### config.mk
export PLATFORM = sky130hd
export DESIGN_NAME = aeu_ctrl
export DESIGN_NICKNAME = d
export VERILOG_FILES = /design/src/rtl/core/aeu_pkg.sv /design/src/rtl/core/aeu_ctrl.sv
export SDC_FILE = /design/constraint.sdc
export NUM_CORES = 1
export LEC_CHECK = 0
export BUFFER_PORTS_ARGS = -buffer_cell sky130_fd_sc_hd__buf_2
export CORE_MARGIN = 4
export CORE_UTILIZATION = 43
export DETAILED_ROUTE_END_ITERATION = 10
export PLACE_DENSITY = 0.74
export SLEW_MARGIN = 20
export SYNTH_ARGS = -nofsm -noshare
export SYNTH_HDL_FRONTEND = slang
export SYNTH_SLANG_ARGS = --single-unit
### constraint.sdc
create_clock -name clk -period 2.7 [get_ports clk]
set_clock_uncertainty 0.15 [all_clocks]
set_input_delay 0.27 -clock clk [delete_from_list [all_inputs] [get_ports clk]]
set_output_delay 0.27 -clock clk [all_outputs]
set_load 0.02 [all_outputs]
### src/rtl/core/aeu_pkg.sv
// Shared constants and types of the accumulator execute unit.
package aeu_pkg;

  localparam int unsigned MemWordsDefault = 1024;
  localparam int unsigned DataW = 32;

  localparam logic [4:0] ActLoad    = 5'd0;
  localparam logic [4:0] ActAdd     = 5'd1;
  localparam logic [4:0] ActSub     = 5'd2;
  localparam logic [4:0] ActXor     = 5'd3;
  localparam logic [4:0] ActMul     = 5'd4;
  localparam logic [4:0] ActPrint   = 5'd5;
  localparam logic [4:0] ActClear   = 5'd6;
  localparam logic [4:0] ActSetSwap = 5'd7;
  localparam logic [4:0] ActNeg     = 5'd8;
  localparam logic [4:0] ActNot     = 5'd9;
  localparam logic [4:0] ActX2Y     = 5'd10;
  localparam logic [4:0] ActY2X     = 5'd11;
  localparam logic [4:0] ActSkipNe  = 5'd12;
  localparam logic [4:0] ActSkipGe  = 5'd13;
  localparam logic [4:0] ActMod     = 5'd14;
  localparam logic [4:0] ActDiv     = 5'd15;
  localparam logic [4:0] ActSquare  = 5'd16;
  localparam logic [4:0] ActSqrt    = 5'd17;
  localparam logic [4:0] ActStore   = 5'd18;
  localparam logic [4:0] ActLoadMem = 5'd19;
  localparam logic [4:0] ActCharOut = 5'd20;
  localparam logic [4:0] ActCharIn  = 5'd21;

  localparam logic [2:0] StOk      = 3'd0;
  localparam logic [2:0] StZeroDiv = 3'd1;
  localparam logic [2:0] StNegRoot = 3'd2;
  localparam logic [2:0] StBadAddr = 3'd3;
  localparam logic [2:0] StBadAct  = 3'd4;

  // controller -> datapath
  typedef struct packed {
    logic       load_op;    // capture transaction fields
    logic       clr_step;   // memory clearing write
    logic       simple;     // simple actions and error finish
    logic       mul_start;  // register multiplier product
    logic       div_init;
    logic       div_step;
    logic       div_fin;
    logic       sqrt_init;
    logic       sqrt_step;
    logic       sqrt_fin;
    logic       mem_wr;
    logic       mem_rd;     // read data now valid, load acc
    logic       mul_fin;
    logic [2:0] err;
  } aeu_cmd_t;

  // datapath -> controller
  typedef struct packed {
    logic [4:0] action;
    logic       div_zero;
    logic       acc_neg;
    logic       addr_bad;
  } aeu_sts_t;

endpackage

### src/rtl/core/aeu_ctrl.sv
// Controller: sequences memory clearing and the multi-cycle actions.
module aeu_ctrl #(
  parameter int unsigned MemWords = aeu_pkg::MemWordsDefault
) (
  input  logic                      clk,
  input  logic                      rst,
  input  logic                      in_fire,
  input  logic                      out_fire,
  input  aeu_pkg::aeu_sts_t         sts,
  output aeu_pkg::aeu_cmd_t         cmd,
  output logic [$clog2(MemWords):0] clr_addr,
  output logic                      in_rdy,
  output logic                      out_vld
);
  import aeu_pkg::*;

  localparam logic [2:0] SClear = 3'd0;
  localparam logic [2:0] SIdle  = 3'd1;
  localparam logic [2:0] SDec   = 3'd2;
  localparam logic [2:0] SDiv   = 3'd3;
  localparam logic [2:0] SSqrt  = 3'd4;
  localparam logic [2:0] SWait  = 3'd5;
  localparam logic [2:0] SOut   = 3'd6;

  logic [2:0] state, state_next;
  logic [5:0] cnt, cnt_next;
  logic [$clog2(MemWords):0] clr_next;

  assign in_rdy  = (state == SIdle);
  assign out_vld = (state == SOut);

  always_comb begin
    cmd        = '0;
    state_next = state;
    cnt_next   = cnt;
    clr_next   = clr_addr;
    cmd.load_op = in_fire;
    case (state)
      SClear: begin
        cmd.clr_step = 1'b1;
        clr_next = clr_addr + 1'b1;
        if (clr_addr == ($clog2(MemWords)+1)'(MemWords - 1)) state_next = SIdle;
      end
      SIdle: if (in_fire) state_next = SDec;
      SDec: begin
        cnt_next = '0;
        if (sts.action > ActCharIn) begin
          cmd.err = StBadAct; cmd.simple = 1'b1; state_next = SOut;
        end else if (sts.action inside {ActMod, ActDiv}) begin
          if (sts.div_zero) begin
            cmd.err = StZeroDiv; cmd.simple = 1'b1; state_next = SOut;
          end else begin
            cmd.div_init = 1'b1; state_next = SDiv;
          end
        end else if (sts.action == ActSqrt) begin
          if (sts.acc_neg) begin
            cmd.err = StNegRoot; cmd.simple = 1'b1; state_next = SOut;
          end else begin
            cmd.sqrt_init = 1'b1; state_next = SSqrt;
          end
        end else if (sts.action inside {ActStore, ActLoadMem}) begin
          if (sts.addr_bad) begin
            cmd.err = StBadAddr; cmd.simple = 1'b1; state_next = SOut;
          end else if (sts.action == ActStore) begin
            cmd.mem_wr = 1'b1; state_next = SOut;
          end else begin
            state_next = SWait;
          end
        end else if (sts.action inside {ActMul, ActSquare}) begin
          cmd.mul_start = 1'b1; state_next = SWait;
        end else begin
          cmd.simple = 1'b1; state_next = SOut;
        end
      end
      SDiv: begin
        cmd.div_step = 1'b1;
        cnt_next = cnt + 1'b1;
        if (cnt == 6'd31) begin
          cnt_next = '0; state_next = SWait;
        end
      end
      SSqrt: begin
        cmd.sqrt_step = 1'b1;
        cnt_next = cnt + 1'b1;
        if (cnt == 6'd15) state_next = SWait;
      end
      SWait: begin
        state_next = SOut;
        if (sts.action inside {ActMod, ActDiv}) cmd.div_fin = 1'b1;
        else if (sts.action == ActSqrt) cmd.sqrt_fin = 1'b1;
        else if (sts.action == ActLoadMem) cmd.mem_rd = 1'b1;
        else cmd.mul_fin = 1'b1;
      end
      SOut: if (out_fire) state_next = SIdle;
      default: state_next = SIdle;
    endcase
  end

  always_ff @(posedge clk) begin
    if (rst) begin
      state    <= SClear;
      cnt      <= '0;
      clr_addr <= '0;
    end else begin
      state    <= state_next;
      cnt      <= cnt_next;
      clr_addr <= clr_next;
    end
  end

  a_out_hold: assert property (@(posedge clk) disable iff (rst)
    out_vld && !out_fire |=> out_vld) else $error("result dropped");
  a_no_in_busy: assert property (@(posedge clk) disable iff (rst)
    !in_rdy |-> !in_fire) else $error("accept while busy");
  a_div_len: assert property (@(posedge clk) disable iff (rst)
    cmd.div_init |=> state == SDiv) else $error("divider not started");
endmodule

==> metrics <==
Place WS=0.645 ns; Final Hold Fails=0; XOR/XNOR Fraction of Synth Area=9.27%; Final Max Slew Viols=0; DRT iter0 DRCs=95; #FFs+latches synth=20; Hold Startpoint=rst; Die W=~63 um; Cells after Synth=around 170; vias in the first global route=1,210; vias per std cell=around 5.6; Post-CTS Resized=0; clk_lat worst skew=roughly 0.30 ns; worst path cell trace=nor3b_1, nand2_1, nor4_1, buf_2; H-tree depth=1; register area share after synthesis=30.3%; clock slew at reported path FFs=0.13 ns; Post-synth top cells=nor2_1 (23), dfxtp_1 (20), nand2_1 (13); EDFF count, synth=0; worst r2r src=state[0]; FILL cells=274; Mapped Area=1320 um^2; CTS max path bufs=2; gp weighted congestion=between 0.7 and 0.8; mean post-synth cell area=7.64 um^2; Post-DP HPWL=2.28 mm; full die area=approximately 4000 um^2; footprint of the multi-input gates=860 um^2; cells on worst reg2reg path=4; setup ws final=0.292 ns; grt total ovfl=0; Hold Path Sink=clr_addr[5]; worst path buffer plus inverter count=1; largest cells by area after synthesis=dfxtp_1 (30%), xor2_1 (6.6%), nor2_1 (6.5%); antenna cells=0; Crit path largest cell delay=0.65 ns; largest area contributor in the netlist=dfxtp_1; Starting Density=between 40% and 50%; Synthesized Nets=187; Crit. End Element=output port; Switching Share=between 20% and 30%; Clock Power Share=40.4%; Sequential Power Share=50.3%; I/O pins=41; largest net degree at the start of global routing=20; Worst EP required=2.28 ns; hold path depth=2; Root Buffer=clkbuf_4; Global Route Usage Sum=between 15 and 20%; Core Region=2850 um^2; count leader, synth=nor2_1; Psw=133 uW; Pint=~470 uW; total power=around 600 uW; Crit Path Category=flop to output port; Synth Area in Compound Gates=between 10% and 20%; slowest cell on the critical path=dfxtp_1; Cell variety after synth=between 40 and 50; ANT nets after route=0; HP Class=input pin to flop; Worst Path Max Fanout=16; Rows=19; Post-CTS Setup Repair Bufs=0; CTS tree=done; share of layout cells above drive strength 1=23.2%; residual DRC count=0; Worst Tran Pin Value=about 0.49 ns; vias=1,334; Final Critical Period=2.41 ns; hold_buf cts=0; P_leak=0.000695 uW; main combinational cell family by area after synthesis=simple AND/OR/NAND/NOR gates; Async SR Flop Fraction=0%; RSZ-0062 raised after global routing=no; max cap viols=0; IO buf count=40; fmax=0.415 GHz; Yosys top cell area share=30.3%; mux cell area share after synthesis=less than 1%; final setup violation count=0; Main synth FF type=dfxtp_1; routed len/inst=13.1 um; Initial DRT Pass Iterations=4; adder-cell share of the synthesized area=approximately 1.9%; Layout Area Growth over Synthesis=19.0%; Ys Warns=0; power share of the combinational group=9.2%; first-pass GRT wire length=5.15 mm; Pwr Density=383 nW/um^2; antenna violations before repair=0; FF+latch area=400 um^2; period utilization=just under 90%; Routed WL=3.13 mm; delay-heaviest family, CP=simple AND/OR/NAND/NOR gates; Worst R2R End=clr_addr[10]; Worst Setup Start Kind=flop; FF-to-FF setup slack=around 0.63 ns; Max VDD drop=0.000229 V; WP data arrival=approximately 2.0 ns; Die Ht=between 60 and 70 um; nets=222; CTS Buf Count=3; max_slew headroom=67.0%; post-route setup TNS=0 ns; status=finished clean; CTS sink cnt=20; Synth Area in Simple Gates=35.8%
[cells in the final DEF, fill, tap and decap left out, types with 2 or more instances in the layout]
cell type and count:
clkbuf_4 3, nor3b_1 2, nor4_1 2, nor3_1 7
o211ai_1 2, nand2_1 13, dfxtp_1 20, ha_1 2
or3_1 6, o21ai_0 7, and3_1 3, buf_2 40
a211oi_1 2, nand4_1 5, nand2b_1 3, inv_1 4
nor2b_1 7, nor2_1 23, a21oi_1 9, or4_1 2
nand3_1 4, and2_1 2, xnor2_1 4, xor2_1 10
a21o_1 3
[through the flow]
stage	util, %	hold WS [ns]	area (um^2)	instances
after floorplan	-	0.328	1320	173
after global routing	55.2	0.180	1570	238
after detailed placement	53.3	0.353	1520	234
final	55.2	0.184	1570	238
after global placement	53.3	0.353	1520	234
after CTS	55.2	0.172	1570	238
[power by group through the flow]
stage               sequential [uW]  combinational [uW]  clock (uW)
CTS                             303                55.5         254
global route                    304                61.7         259
detailed placement              310                55.2           0
finish                          303                55.7         244
global placement                310                55.2           0
floorplan                       314                31.9           0
[per-layer routing]
metal / wire length (um) / GRT usage [%]
met1: 1510 / 19.4
met2: 1430 / 26.6
met3: 169 / 3.20
met4: 14 / 1.62
met5: 0 / 0
[flip-flops by register name, summed over array words and instances, names as in the netlist]
register / flops
clr_addr: 11
cnt: 6
state: 3
[cells by family after synthesis]
family,count (synthesis)
muxes,1
xor gates and xnor gates,14
buffers and inverters,15
DFF,20
adders and majority gates,2
and+or+nand+nor,87
AOI/OAI and AO/OA,34
[how the worst max path moves through the flow]
stage | end | startpoint | cells past startpoint
2_1_floorplan | cmd[8] | state[1] | 3
3_3_place_gp | cmd[8] | state[1] | 4
3_5_place_dp | cmd[8] | state[1] | 4
4_1_cts | cmd[8] | state[1] | 4
5_1_grt | cmd[8] | state[1] | 4
6_report | cmd[8] | state[1] | 4
[layout make-up]
class                   count  area share [%]
clock buffers               3            1.43
clock inverters             1            1.91
inverters                   4           0.954
multi-input cells         138            54.6
flip-flops and latches     20            25.4
well taps                  31            2.46
repair buffers             41            13.2
No activity file was read; power rests on OpenSTA's default activity.
